`src/rtl/core/accel_calibrate_tilt_angles_macros.svh`:
```
// Assertion macros shared by the tilt-angle block.
`ifndef ACCEL_CALIBRATE_TILT_ANGLES_MACROS_SVH
`define ACCEL_CALIBRATE_TILT_ANGLES_MACROS_SVH

// Same-cycle implication, disabled in reset.
`define ACT_ASSERT_IMPL(label, clk, rst_n, ante, cons) \
  label: assert property (@(posedge clk) disable iff (!rst_n) (ante) |-> (cons)) \
    else $error("assertion failed: implication");

// Condition now implies the earlier condition, as $past sees it at depth n.
`define ACT_ASSERT_PAST(label, clk, rst_n, now_c, then_c, n) \
  label: assert property (@(posedge clk) disable iff (!rst_n) (now_c) |-> $past(then_c, n)) \
    else $error("assertion failed: history");

`endif

```
`src/rtl/core/act_pkg.sv`:
```
// Types, constants and tables for the tilt-angle block.
`timescale 1ns / 1ps
package act_pkg;

  localparam int AXIS_W = 16;
  localparam int ANG_W  = 15;
  localparam int COEF_W = 29;
  localparam int PROD_W = AXIS_W + COEF_W;
  localparam int ACC_W  = 48;
  localparam int CAL_FRAC = 24;
  localparam int SQ_W   = 32;
  localparam int RAD_W  = SQ_W + 16;
  localparam int ROOT_W = RAD_W / 2;
  localparam int REM_W  = ROOT_W + 2;
  localparam int CV_W   = 27;
  localparam int CZ_W   = 25;
  localparam int ATAN_W = 22;
  localparam int ZC_W   = 23;
  localparam int SQRT_STEPS = ROOT_W;

  typedef logic signed [AXIS_W-1:0] axis_t;
  typedef logic signed [ANG_W-1:0]  ang_t;
  typedef logic signed [COEF_W-1:0] coef_t;
  typedef logic signed [PROD_W-1:0] prod_t;
  typedef logic signed [ACC_W-1:0]  acc_t;

  typedef struct packed {
    axis_t x;
    axis_t y;
    axis_t z;
  } sample_t;

  typedef struct packed {
    logic [REM_W-1:0]  rem;
    logic [ROOT_W-1:0] q;
    logic [RAD_W-1:0]  v;
  } sqrt_t;

  typedef struct packed {
    logic signed [CV_W-1:0] x;
    logic signed [CV_W-1:0] y;
    logic signed [CZ_W-1:0] z;
  } cordic_t;

  localparam coef_t COEF [3][3] = '{
    '{ 29'sd139024418, -29'sd2937857,   -29'sd359712    },
    '{ -29'sd3047554,   29'sd131843208, -29'sd644159    },
    '{ -29'sd546553,   -29'sd1176363,    29'sd136274205 }
  };

  localparam acc_t OFFSET [3] = '{
    -48'sd3358201428, -48'sd1449062442, -48'sd2841948297
  };

  localparam acc_t ROUND_HALF = acc_t'(1) <<< (CAL_FRAC - 1);
  localparam logic [ZC_W-1:0] ANG_MAX_FINE = 23'd5898240;
  localparam logic [ZC_W-1:0] ANG_HALF = 23'd256;

  function automatic logic [ATAN_W-1:0] atan_step(input logic [4:0] i);
    logic [ATAN_W-1:0] r;
    case (i)
      5'd0:  r = 22'd2949120;
      5'd1:  r = 22'd1740967;
      5'd2:  r = 22'd919879;
      5'd3:  r = 22'd466945;
      5'd4:  r = 22'd234379;
      5'd5:  r = 22'd117304;
      5'd6:  r = 22'd58666;
      5'd7:  r = 22'd29335;
      5'd8:  r = 22'd14668;
      5'd9:  r = 22'd7334;
      5'd10: r = 22'd3667;
      5'd11: r = 22'd1833;
      5'd12: r = 22'd917;
      5'd13: r = 22'd458;
      5'd14: r = 22'd229;
      5'd15: r = 22'd115;
      5'd16: r = 22'd57;
      5'd17: r = 22'd29;
      5'd18: r = 22'd14;
      5'd19: r = 22'd7;
      5'd20: r = 22'd4;
      5'd21: r = 22'd2;
      5'd22: r = 22'd1;
      default: r = 22'd0;
    endcase
    return r;
  endfunction

endpackage

```
`src/rtl/core/act_cordic_cell.sv`:
```
// One rotation cell of the CORDIC vectoring chain.
`timescale 1ns / 1ps
module act_cordic_cell #(
  parameter int STEP = 0
) (
  input  logic              clk,
  input  act_pkg::cordic_t  d_in,
  output act_pkg::cordic_t  d_out
);

  act_pkg::cordic_t d_r;
  act_pkg::cordic_t d_nxt;

  always_comb begin
    logic signed [act_pkg::CV_W-1:0] xs;
    logic signed [act_pkg::CV_W-1:0] ys;
    logic signed [act_pkg::CZ_W-1:0] da;
    xs = d_in.x >>> STEP;
    ys = d_in.y >>> STEP;
    da = act_pkg::CZ_W'(act_pkg::atan_step(5'(STEP)));
    if (!d_in.y[act_pkg::CV_W-1] && (d_in.y != '0)) begin
      d_nxt.x = d_in.x + ys;
      d_nxt.y = d_in.y - xs;
      d_nxt.z = d_in.z + da;
    end else begin
      d_nxt.x = d_in.x - ys;
      d_nxt.y = d_in.y + xs;
      d_nxt.z = d_in.z - da;
    end
  end

  always_ff @(posedge clk) begin
    d_r <= d_nxt;
  end

  assign d_out = d_r;

endmodule

```
`config.mk`:
```
export PLATFORM = sky130hd
export DESIGN_NAME = act_cordic_cell
export DESIGN_NICKNAME = d
export VERILOG_FILES = /design/src/rtl/core/accel_calibrate_tilt_angles_macros.svh /design/src/rtl/core/act_pkg.sv /design/src/rtl/core/act_cordic_cell.sv
export SDC_FILE = /design/constraint.sdc
export NUM_CORES = 1
export LEC_CHECK = 0
export BUFFER_PORTS_ARGS = -buffer_cell sky130_fd_sc_hd__buf_2
export CAP_MARGIN = 20
export CORE_MARGIN = 3
export CORE_UTILIZATION = 30
export CTS_CLUSTER_DIAMETER = 60
export DETAILED_ROUTE_END_ITERATION = 8
export GPL_TIMING_DRIVEN = 0
export SLEW_MARGIN = 30
export SYNTH_ARGS = -nofsm -noshare
export SYNTH_HDL_FRONTEND = slang
export SYNTH_SLANG_ARGS = --single-unit
```
`constraint.sdc`:
```
create_clock -name clk -period 8.2 [get_ports clk]
set_clock_uncertainty 0.05 [all_clocks]
set_input_delay 1.64 -clock clk [delete_from_list [all_inputs] [get_ports clk]]
set_output_delay 1.64 -clock clk [all_outputs]
set_load 0.02 [all_outputs]
```
======== Yosys cells after proc, flatten, opt, wreduce, memory -nomap -nowiden ========
Index checks and enable logic that the tools add are counted.
storage, ports and cells
  register bits after elaboration ......... 79
  output and inout bits ................... 79
  word-level logic and storage cells ...... 12
operators by class
  add/subtract/negate cells ............... 5
  muxes and demuxes ....................... 1
  reduce and logical (&&, ||, !) cells .... 3
operators with widths
  operator                                                                number
  79-bit 2-to-1 mux                                                       1
  27-bit subtractor                                                       2
  27-bit adder                                                            1
  27-bit nonzero test                                                     1
  25-bit by 23-bit adder with 25-bit output (second input constant)       1
  25-bit by 23-bit subtractor with 25-bit output (second input constant)  1
  1-bit logical AND                                                       1
  1-bit logical NOT                                                       1

======== Logic depth before layout (Yosys ltp) ========
  depth in word-level cells ............... 3
  mapped depth ............................ 16
  gate-level depth less buffers ........... 14

======== Worst setup path before layout ========
OpenSTA, ideal clock, no wires.
  path type ............................... input to register
  start ................................... in d_in[46] in the netlist's numbering
  end ..................................... reg d_r (netlist bit d_out[23])
  data arrival time ....................... 4.142 ns
  path slack .............................. 3.936 ns
  stages .................................. 15
  buffers on the path ..................... 2
  cells stage by stage .................... nor4_1 -> nand4_1 -> nor2_1 -> nor2_1 -> clkinv_1 -> buf_2 -> buf_1 -> ha_1 -> a21o_1 -> a21oi_1 -> o21bai_1 -> a21oi_1 -> o21bai_1 -> a21oi_1 -> xnor2_1
RTL lines
  what                    RTL line               text
  start: declaration      act_cordic_cell.sv:7   input act_pkg::cordic_t d_in,
  end signal: assignment  act_cordic_cell.sv:33  d_r <= d_nxt;
  end: declaration        act_cordic_cell.sv:11  act_pkg::cordic_t d_r;

==> metrics <==
status=finished clean; first-pass GRT wire length=35.4 mm; Final setup viols=0; detailed placer's ending HPWL=18.8 mm; RSZ-0062 raised after global routing=false; Root Buffer=clkbuf_16; Ports=159; Routed WL=23.1 mm; die span in x=154 um; TNS Setup=0 ps; Top FF cell, synth=dfxtp_1; number of CTS-inserted buffers=9; gpl congestion=0.931; max cap viols=0; max frequency=between 150 and 200 MHz; antenna violations before repair=0; share of synthesized registers carrying an async set or reset=0%; residual DRC count=0; Worst Path Max Fanout=14; largest family of logic cells by synthesized area=compound AO/OA/AOI/OAI gates; leakage power=3.83 nW; total grt overflow=0; Synth Area in Compound Gates=~28%; fraction of the cycle the final worst path needs=63.7%; headroom to the max-slew limit=35.9%; mux cell area share after synthesis=1.39%; first-pass iteration count of the detailed router=6; commonest non-fill, non-tap cell in the layout=buf_2; CTS Buffer Depth=2; peak supply drop=roughly 0.000088 V; register area share after synthesis=23.7%; synthesized area per cell=8.18 um2; max-slew violations=0; yosys warns=0; Vert. Die Dim=154 um; Starting Density=30.9%; hold_buf cts=0; vias in the first global route=6341; WL/cell=18.4 um; post_cts resized=0; post-synth cell types=85; post-DR vias/cell=roughly 5.2; CTS tree=yes; Post-Synth Simple-Gate Area=13.9%; Core Area=between 0.02 and 0.025 mm2; Worst Path Class, Setup=input pin to flip-flop; Area Overhead vs Synth=23.0%; share of layout cells above drive strength 1=23.1%; Critical Path RT=8420 ps; critical path launch point type=input pin; Hold Crit Class=input pin to flip-flop; Synth Instances=805; XOR/XNOR share of the synthesized area=7.84%; largest net degree at the start of global routing=15; Nets=approximately 1100; Power, Total=roughly 1.6 mW; Core Rows=53; Reg clk slew, reported paths=60 ps; Yosys reg bits=78; CP arrival=5440 ps; EDFF count, synth=0; mapped cell area=0.00659 mm2; H-tree Lvls=3; via count=approximately 6500; clock period minus worst slack=around 5200 ps; setup repair bufs after CTS=0; Final ANT Viol Nets=0; Worst setup EP type=flip-flop; CTS sink count=78; overall die area=0.0238 mm2; worst-margin pin slew=949 ps; # port buffers=158; syn nets=974; Largest register FFs=78; final design utilization=38.1%; final hold violations=0; Diodes inserted=0; gr usage total=18.7%; commonest cells after routing, fill and taps aside=buf_2, a21oi_1, ha_1; Initial DRC Count=464; P per Cell Area=200 mW/mm2; Synth Area in Adders=between 10% and 20%
-- layout make-up --
class                           instances  area, um2
Tap cell                              275        344
Fill cell                            2213      13200
Sequential cell                        78       1560
Multi-Input combinational cell        605       4500
Inverter                               88        333
Timing Repair Buffer                  158        791
Clock inverter                          6        140
Clock buffer                           10        239
Buffer                                 34        189
-- logic make-up after synthesis --
| group | Yosys count |
|---|---|
| XOR/XNOR | 59 |
| multiplexers | 9 |
| flip-flops | 78 |
| AND/OR/NAND/NOR | 185 |
| adder cells (fa/ha/maj) | 89 |
| buffers and inverters | 122 |
| AO/OA/AOI/OAI | 263 |
-- power breakdown --
group          switching (mW)  leakage, nW  internal (mW)
Clock                   0.180        0.185          0.340
Combinational           0.401         2.99          0.226
Sequential             0.0169        0.658          0.454
-- cells in the mapped netlist, drive strengths merged (4+ instances only) --
cell     number  area, um2
or2           4       25.0
fa            4       80.1
a21o         19        144
nand2b        8       50.1
or3           5       41.3
o31ai        11       97.6
dfxtp        78       1560
nor4          9       62.6
nand3         7       35.0
o21a          7       52.6
nor3         18       90.1
nand2        35        131
buf          21        140
nor2b        11       76.3
a221oi        5       62.6
a31oi         5       31.3
o211ai       11       87.6
nor2         66        248
a2111oi       4       72.6
xnor2        48        420
a21oi        89        449
xor2         11       96.3
o21bai       18        135
clkbuf       13       48.8
nand4         8       50.1
ha           85       1060
mux2i         8       80.1
a211oi        5       37.5
and2          5       31.3
o31a          7       61.3
o21ai        43        226
inv          86        325
-- worst paths after layout --
kind / from / to / slack [ps] / depth (start not counted)
setup / recovery: d_in[46] / d_out[23]$_DFF_P_ / 2980 / 16
hold / removal: d_in[12] / d_out[12]$_DFF_P_ / 1340 / 1
-- stage by stage --
step / cell area (um2) / instances / setup WS (ps) / hold slack [ps]
after floorplan: 6590 / 805 / 3940 / 1620
after global placement: 7720 / 1238 / 2660 / 1690
after detailed placement: 7720 / 1238 / 2600 / 1690
after CTS: 8100 / 1254 / 2970 / 1330
after global routing: 8100 / 1254 / 2790 / 1330
final: 8100 / 1254 / 2980 / 1340
-- worst max-delay path, stage by stage --
cell and delay (ps):
buf_2 120, nor4_1 620, nand4_1 160, nor2_1 140, nor2_1 130, clkinv_1 180
buf_2 290, buf_1 690, ha_1 370, a21o_1 150, a21oi_1 210, o21bai_1 90
a21oi_1 230, o21bai_1 90, a21oi_1 170, xnor2_1 140
-- routing by layer --
layer / wire, um / share of wire (%) / vias to the layer above / GRT usage [%]
li1: - / - / 3154 / -
met1: 10700 / 46 / 3068 / 26.4
met2: 10200 / 44 / 294 / 30.0
met3: 1790 / 7.7 / 32 / 3.22
met4: 375 / 1.6 / 0 / 4.04
met5: 0 / 0 / - / 0
Power figures use the tool's default switching activity.
