===== src/rtl/core/accel_calibrate_tilt_angles_macros.svh =====
// Assertion macros shared by the tilt-angle block.
`ifndef ACCEL_CALIBRATE_TILT_ANGLES_MACROS_SVH
`define ACCEL_CALIBRATE_TILT_ANGLES_MACROS_SVH

// Same-cycle implication, disabled in reset.
`define ACT_ASSERT_IMPL(label, clk, rst_n, ante, cons) \
  label: assert property (@(posedge clk) disable iff (!rst_n) (ante) |-> (cons)) \
    else $error("assertion failed: implication");

// Condition now implies the earlier condition, as $past sees it at depth n.
`define ACT_ASSERT_PAST(label, clk, rst_n, now_c, then_c, n) \
  label: assert property (@(posedge clk) disable iff (!rst_n) (now_c) |-> $past(then_c, n)) \
    else $error("assertion failed: history");

`endif


===== src/rtl/core/act_pkg.sv =====
// Types, constants and tables for the tilt-angle block.
`timescale 1ns / 1ps
package act_pkg;

  localparam int AXIS_W = 16;
  localparam int ANG_W  = 15;
  localparam int COEF_W = 29;
  localparam int PROD_W = AXIS_W + COEF_W;
  localparam int ACC_W  = 48;
  localparam int CAL_FRAC = 24;
  localparam int SQ_W   = 32;
  localparam int RAD_W  = SQ_W + 16;
  localparam int ROOT_W = RAD_W / 2;
  localparam int REM_W  = ROOT_W + 2;
  localparam int CV_W   = 27;
  localparam int CZ_W   = 25;
  localparam int ATAN_W = 22;
  localparam int ZC_W   = 23;
  localparam int SQRT_STEPS = ROOT_W;

  typedef logic signed [AXIS_W-1:0] axis_t;
  typedef logic signed [ANG_W-1:0]  ang_t;
  typedef logic signed [COEF_W-1:0] coef_t;
  typedef logic signed [PROD_W-1:0] prod_t;
  typedef logic signed [ACC_W-1:0]  acc_t;

  typedef struct packed {
    axis_t x;
    axis_t y;
    axis_t z;
  } sample_t;

  typedef struct packed {
    logic [REM_W-1:0]  rem;
    logic [ROOT_W-1:0] q;
    logic [RAD_W-1:0]  v;
  } sqrt_t;

  typedef struct packed {
    logic signed [CV_W-1:0] x;
    logic signed [CV_W-1:0] y;
    logic signed [CZ_W-1:0] z;
  } cordic_t;

  localparam coef_t COEF [3][3] = '{
    '{ 29'sd139024418, -29'sd2937857,   -29'sd359712    },
    '{ -29'sd3047554,   29'sd131843208, -29'sd644159    },
    '{ -29'sd546553,   -29'sd1176363,    29'sd136274205 }
  };

  localparam acc_t OFFSET [3] = '{
    -48'sd3358201428, -48'sd1449062442, -48'sd2841948297
  };

  localparam acc_t ROUND_HALF = acc_t'(1) <<< (CAL_FRAC - 1);
  localparam logic [ZC_W-1:0] ANG_MAX_FINE = 23'd5898240;
  localparam logic [ZC_W-1:0] ANG_HALF = 23'd256;

  function automatic logic [ATAN_W-1:0] atan_step(input logic [4:0] i);
    logic [ATAN_W-1:0] r;
    case (i)
      5'd0:  r = 22'd2949120;
      5'd1:  r = 22'd1740967;
      5'd2:  r = 22'd919879;
      5'd3:  r = 22'd466945;
      5'd4:  r = 22'd234379;
      5'd5:  r = 22'd117304;
      5'd6:  r = 22'd58666;
      5'd7:  r = 22'd29335;
      5'd8:  r = 22'd14668;
      5'd9:  r = 22'd7334;
      5'd10: r = 22'd3667;
      5'd11: r = 22'd1833;
      5'd12: r = 22'd917;
      5'd13: r = 22'd458;
      5'd14: r = 22'd229;
      5'd15: r = 22'd115;
      5'd16: r = 22'd57;
      5'd17: r = 22'd29;
      5'd18: r = 22'd14;
      5'd19: r = 22'd7;
      5'd20: r = 22'd4;
      5'd21: r = 22'd2;
      5'd22: r = 22'd1;
      default: r = 22'd0;
    endcase
    return r;
  endfunction

endpackage


===== src/rtl/core/act_sqrt_cell.sv =====
// One digit cell of the pipelined integer square root.
`timescale 1ns / 1ps
module act_sqrt_cell (
  input  logic            clk,
  input  act_pkg::sqrt_t  d_in,
  output act_pkg::sqrt_t  d_out
);

  act_pkg::sqrt_t d_r;
  act_pkg::sqrt_t d_nxt;

  always_comb begin
    logic [act_pkg::REM_W+1:0] rem_sh;
    logic [act_pkg::REM_W+1:0] trial;
    rem_sh = {d_in.rem, d_in.v[act_pkg::RAD_W-1 -: 2]};
    trial  = {2'b00, d_in.q, 2'b01};
    d_nxt.v = {d_in.v[act_pkg::RAD_W-3:0], 2'b00};
    if (rem_sh >= trial) begin
      d_nxt.rem = act_pkg::REM_W'(rem_sh - trial);
      d_nxt.q   = {d_in.q[act_pkg::ROOT_W-2:0], 1'b1};
    end else begin
      d_nxt.rem = rem_sh[act_pkg::REM_W-1:0];
      d_nxt.q   = {d_in.q[act_pkg::ROOT_W-2:0], 1'b0};
    end
  end

  always_ff @(posedge clk) begin
    d_r <= d_nxt;
  end

  assign d_out = d_r;

endmodule


===== config.mk =====
export PLATFORM = sky130hd
export DESIGN_NAME = act_sqrt_cell
export DESIGN_NICKNAME = d
export VERILOG_FILES = /design/src/rtl/core/accel_calibrate_tilt_angles_macros.svh /design/src/rtl/core/act_pkg.sv /design/src/rtl/core/act_sqrt_cell.sv
export SDC_FILE = /design/constraint.sdc
export NUM_CORES = 1
export LEC_CHECK = 0
export BUFFER_PORTS_ARGS = -buffer_cell sky130_fd_sc_hd__buf_2
export CAP_MARGIN = 25
export CORE_MARGIN = 2
export CORE_UTILIZATION = 45
export CTS_CLUSTER_DIAMETER = 120
export DETAILED_ROUTE_END_ITERATION = 12
export PLACE_DENSITY = 0.8
export SYNTH_ARGS = -nofsm -noshare
export SYNTH_HDL_FRONTEND = slang
export SYNTH_SLANG_ARGS = --single-unit

===== constraint.sdc =====
create_clock -name clk -period 3 [get_ports clk]
set_input_delay 0.3 -clock clk [delete_from_list [all_inputs] [get_ports clk]]
set_output_delay 0.3 -clock clk [all_outputs]
set_load 0.05 [all_outputs]

Word-level counts from Yosys, hierarchy flattened
Index checks and enable logic that the tools add are counted.
{ "op_classes": {"order_cmp": 1, "muxes": 1, "add_sub_neg": 1} }
{ "op_table": {"columns": ["op", "n"], "rows": [
  ["two-way mux 50 bit", 1],
  [">= comparator 28 x 26 -> 1 bit", 1],
  ["subtractor 26 bit", 1]
]} }
{ "totals": {"reg_bits": 96, "out_inout_bits": 98} }

Depth between registers and ports, before layout
Gate-level depths: netlist of the first run.
{ "logic_depth": {"word_depth": 2, "ltp_mapped": 11, "ltp_nobuf": 10} }

Least setup slack after synthesis of the first run
Ideal clock, no wire load.
{ "synth_path": {"path_kind": "input to register", "start": "input port d_in[48] in the netlist's numbering", "end": "register d_r, in the netlist d_out[80]", "path_slack_ns": 0.578, "stages": 11, "setup_time_ns": 0.121, "arrival_time_ns": 2.300, "cell_sequence": "inv_1 -> ha_1 -> nand2b_1 -> a211o_1 -> a21oi_2 -> o211ai_2 -> a31oi_2 -> nor2_2 -> o21ai_4 -> buf_12 -> mux2_4"} }
{ "synth_rtl": {"columns": ["element", "line_no", "source"], "rows": [
  ["from (decl)", "act_sqrt_cell.sv:5", "input act_pkg::sqrt_t d_in,"],
  ["to (signal assigned)", "act_sqrt_cell.sv:28", "d_r <= d_nxt;"],
  ["to (decl)", "act_sqrt_cell.sv:9", "act_pkg::sqrt_t d_r;"]
]} }

==> results.cfg, run 1 <==
[status]
status = complete, no violations

[timing]
finalCritPeriodShare_pct = 75.3
tns_ns = 0
finalWorstSetupSlack_ns = 0.741
setup_violations = 0
finalHoldViolCount = 0
fmax_mhz = 443
slew_viol_final = 0
rsz0062_at_grt = false
fin_crit_ns = 2.26

[global_routing]
grt_max_degree = 19
grt_pass1_wl_mm = 13.3
gr-usage-all-layers_pct = 18.9
antenna_found_initial = 0
grt_pass1_vias = 2952
gr-total-overflow = 0

[yosys]
synth_edf_count = 0
ys_ff_latch = 96
synth_area_per_cell_um2 = 10.9
synthFlopType = dfxtp_1
synth_cells = 345
synth.yosys.seq_area_share_pct = 51.0
ys_warn_count = 0
netlist_area_um2 = 3760
synth_cell_types = 50
synthArstFlopShare_pct = 0

[floorplan]
chipWidth_um = 95.5
rows = 33
fp.coreArea_um2 = 8180
die-area_um2 = 9110
die_h_um = 95.5
start_util_pct = 46.1
boundaryPins = 197

[place]
portBuffers = 194
place.gp.congestion = 0.860
placed_area_um2 = 4830
dpl_worst_slack_ns = 0.381
dpl.hpwl_mm = 7.43

[route]
via_per_inst = 4.74
drt-initial-drc-count = 79
vias = 3113
wirelength_mm = 9.00
drtPass1Iterations = 4
avgRoutedWirePerCell_um = 13.7
antenna_left = 0
route.detailed.drc = 0

[worst_setup_path]
cp.buffers_inverters = 3
end_kind = flip-flop
cpMaxStageDelayCell = ha_1
cp_top_family = compound AO/OA/AOI/OAI gates
startpoint_type = primary input
path_cells = buf_2 -> inv_1 -> ha_1 -> nand2_1 -> o21ai_0 -> a31oi_1 -> a31oi_2 -> nor2_2 -> o21ai_4 -> buf_4 -> mux2_2
worst_ep_required_time_ns = 3.24
crit_type = primary input to flip-flop
cp_max_fo = 8
cpPeakStageDelay_ns = 0.37
crit_arrival_ns = 2.50

[flow_run]
maxCapViolations = 0

[layout]
fin_util_pct = 61.5
num_antenna_cells = 0
syn2layout_area_growth_pct = 33.6
seqCellArea_um2 = 1920
fillerInstances = 720
drive_gt1_share_pct = 43.7
largest_reg_flops = 96
multiInputGateArea_um2 = 1670
nets = 672
final_area_um2 = 5030

[clock_tree]
cts-root-buf = clkbuf_8
cts_hold_buf = 0
clk_path_buf_depth = 2
post_cts_buffers = 0
cts_buffers = 9
clk_pin_slew_ns = 0.10
cts_resized = 0
cts_htree_levels = 3
clock_sinks = 96
cts_tree = done

[worst_hold_path]
hold_start = d_in[38]
worstHoldEndpoint = d_out[40]
min_path_cells = 1
hp-class = primary input to flip-flop

[power_and_ir_drop]
p_leak_nw = 2.63
ir_drop_uv = 331
pwr_density_cell_nw_per_um2 = 663
-- cells in the final DEF, fill, tap and decap left out, types with 6 or more instances in the layout --
master / instances
a211oi_1: 6
nand2_1: 21
mux2_4: 16
nor2_1: 16
a21o_1: 6
inv_1: 30
buf_2: 194
nor3_1: 6
xnor2_1: 13
xor2_1: 10
o21ai_0: 15
a21oi_1: 21
dfxtp_1: 96
ha_1: 26
clkbuf_8: 10
mux2_2: 6
-- final cells by class --
class / instances / area share, %
sequential: 96 / 38.2
multi-input combinational: 214 / 33.2
timing repair buffer: 196 / 19.8
clock buffer: 10 / 2.74
tap: 105 / 2.61
inverter: 30 / 2.24
clock inverter: 6 / 1.19
-- per-layer routing --
layer	vias up	GRT usage [%]	wire length [µm]
met4	0	4.64	70
met1	1404	19.5	3390
li1	1583	-	-
met3	8	5.38	816
met5	-	0	0
met2	118	37.2	4730
-- worst max-delay path by stage --
stage | endpoint | from | cells after the start
after floorplan | d_out[80] | d_in[48] | 11
after global placement | d_out[74] | d_in[48] | 12
after detailed placement | d_out[78] | d_in[48] | 12
after CTS | d_out[78] | d_in[48] | 12
after global routing | d_out[77] | d_in[55] | 12
final | d_out[78] | d_in[61] | 11
-- cells by family after synthesis --
group / share of synthesized area, %
flip-flops: 51.0
AO/OA/AOI/OAI: 12.7
AND/OR/NAND/NOR: 8.74
buffers and inverters: 4.72
adder cells (fa/ha/maj): 8.64
multiplexers: 8.71
XOR/XNOR: 5.35
other: 0.0996
-- per-stage QoR --
stage / instances / power (W) / hold WS, ns
2_1_floorplan: 346 / 0.00229 / 0.328
3_3_place_gp: 641 / 0.00254 / 0.403
3_5_place_dp: 641 / 0.00255 / 0.404
4_1_cts: 657 / 0.00338 / 0.0240
5_1_grt: 657 / 0.00350 / 0.0155
6_report: 657 / 0.00334 / 0.0456
-- report_power, final --
| part | switching, W | internal, W | leakage [nW] | total (W) |
|---|---|---|---|---|
| sequential | 0.0000280 | 0.00140 | 0.810 | 0.00143 |
| combinational | 0.000742 | 0.000346 | 1.72 | 0.00109 |
| clock | 0.000474 | 0.000343 | 0.101 | 0.000817 |
-- cell usage after synthesis, types with 6 or more instances --
| cell | number | share of area [%] |
|---|---|---|
| dfxtp_1 | 96 | 51 |
| inv_1 | 30 | 3.0 |
| ha_1 | 26 | 8.6 |
| a21oi_1 | 21 | 2.8 |
| nand2_1 | 21 | 2.1 |
| mux2_4 | 16 | 6.4 |
| nor2_1 | 16 | 1.6 |
| o21ai_0 | 15 | 2.0 |
| xnor2_1 | 13 | 3.0 |
| xor2_1 | 10 | 2.3 |
| a211oi_1 | 6 | 1.2 |
| a21o_1 | 6 | 1.2 |
| mux2_2 | 6 | 1.8 |
| nor3_1 | 6 | 0.80 |
Note: power is estimated with default switching activity, not from simulation.
==> inputs of run 2 (changes only) <==
CORE_UTILIZATION = 41   (was 45)
PLACE_DENSITY = 0.77   (was 0.8)
clock period = 1.8 ns   (was 3 ns; I/O delays follow)
==> run 2 against run 1 <==
Against the previous run: the flow now finishes with violations (setup timing); cell count is 24% higher; die area is 9.3% higher; global-route usage is 7.9 points higher; sequential share of layout area is 10 points lower; setup slack worse by 0.98 ns; first-iteration DRC count grew to 2.7 times the previous value; critical path type unchanged; highest routed layer unchanged.
==> results.cfg, run 2 (synthesis gave the netlist of run 1 again) <==
[global_routing]
gr-total-overflow = 0
grt_pass1_vias = 4158
grt_max_degree = 20
gr-usage-all-layers_pct = 26.8
antenna_found_initial = 0
grt_pass1_wl_mm = 20.8

[route]
drt-initial-drc-count = 214
via_per_inst = 4.96
wirelength_mm = 13.9
drtPass1Iterations = 5
antenna_left = 0
avgRoutedWirePerCell_um = 17.1
route.detailed.drc = 0
vias = 4035

[place]
place.gp.congestion = 0.870
dpl.hpwl_mm = 8.39
portBuffers = 194
dp_cells = 711

[power_and_ir_drop]
ir_drop_uv = 485
power_w = 0.00643
pwr_density_cell_nw_per_um2 = 934
p_leak_nw = 3.44

[worst_setup_path]
end_kind = flip-flop
crit_arrival_ns = 2.32
cp_max_fo = 7
startpoint_type = primary input
worst_ep_required_time_ns = 2.08
crit_type = primary input to flip-flop

[timing]
rsz0062_at_grt = true
slew_viol_final = 0
fin_crit_ns = 2.04
setup_violations = 25
fmax_mhz = 491
finalCritPeriodShare_pct = 113
finalHoldViolCount = 0
finalWorstSetupSlack_ns = -0.238

[floorplan]
fp.coreArea_um2 = 8810
start_util_pct = 42.8
boundaryPins = 197
rows = 34
chipWidth_um = 99.8
die-area_um2 = 9970
die_h_um = 99.8

[clock_tree]
cts_buffers = 9
cts-root-buf = clkbuf_8
clk_path_buf_depth = 2
clk_pin_slew_ns = 0.11
cts_tree = done
clock_sinks = 96
cts_htree_levels = 3

[layout]
syn2layout_area_growth_pct = 82.8
fillerInstances = 525
num_antenna_cells = 0
seqCellArea_um2 = 1920
final_cell_mix = buf_2, dfxtp_1, buf_4, dlygate4sd3_1, mux2_4
drive_gt1_share_pct = 55.1
final_common_cell = buf_2
final_cells = 814
multiInputGateArea_um2 = 2080
nets = 826
largest_reg_flops = 96

[worst_hold_path]
hp-class = primary input to flip-flop

[status]
status = complete, but fails checks
violations = setup timing

[flow_run]
maxCapViolations = 0
run 2: cell count changes in the layout (fill, tap and decap cells not counted), sizes merged:
cell	before	now
clkinv	3	2
inv	33	34
buf	196	282
dlygate4sd3	0	68
bufinv	0	1
clkbuf	10	9
run 2: critical path: stages:
cell and delay [ns]:
buf_4 0.12, ha_4 0.28, nor2_2 0.04, a211o_1 0.29
a21oi_2 0.17, o211ai_2 0.12, a31oi_2 0.20, nor2_2 0.09
o21ai_4 0.21, buf_4 0.18, buf_16 0.13, mux2_4 0.30
run 2: layer usage:
| layer | global-route usage [%] | vias to the layer above | wire length (µm) |
|---|---|---|---|
| li1 | - | 1896 | - |
| met1 | 28.2 | 1878 | 5080 |
| met2 | 50.3 | 206 | 7130 |
| met3 | 7.17 | 55 | 1100 |
| met4 | 11.2 | 0 | 620 |
| met5 | 0 | - | 0 |
run 2: path summary, 6_finish.rpt:
check  startpoint         to  slack (ns)  cells past startpoint
max      d_in[73]  d_out[86]       -0.24                     12
min      d_in[82]  d_out[84]        0.04                      2
run 2: timing repair:
action	4_1_cts	5_1_grt
pin swaps	5	10
hold endpoints to repair	68	0
gates resized for setup	29	51
hold buffers	68	0
endpoints found under the setup margin	25	27
cloned	2	0
setup buffers	15	6
run 2: per-stage QoR:
step	hold slack, ns	utilization, %	setup slack [ns]	area (µm²)	TNS, ns
finish	0.0435	78.1	-0.238	6880	-4.17
global placement	0.282	62.3	-0.533	5490	-13.17
CTS	0.0231	75.8	-0.110	6680	-2.22
global route	0.0342	78.1	-0.299	6880	-5.49
detailed placement	0.284	62.3	-0.619	5490	-15.12
floorplan	0.208	-	-0.379	3910	-8.27
run 2: layout make-up:
class,instances,share of cell area (%)
Multi-Input combinational cell,214,30.3
Tap cell,108,1.96
Timing Repair Buffer,350,34.8
Sequential cell,96,27.9
Clock buffer,9,1.80
Inverter,30,1.82
Clock inverter,7,1.42
run 2: power breakdown:
part | total [W] | switching (W) | internal (W)
clock | 0.00158 | 0.000888 | 0.000691
sequential | 0.00240 | 0.0000622 | 0.00234
combinational | 0.00245 | 0.00146 | 0.000983
total | 0.00643 | 0.00241 | 0.00401
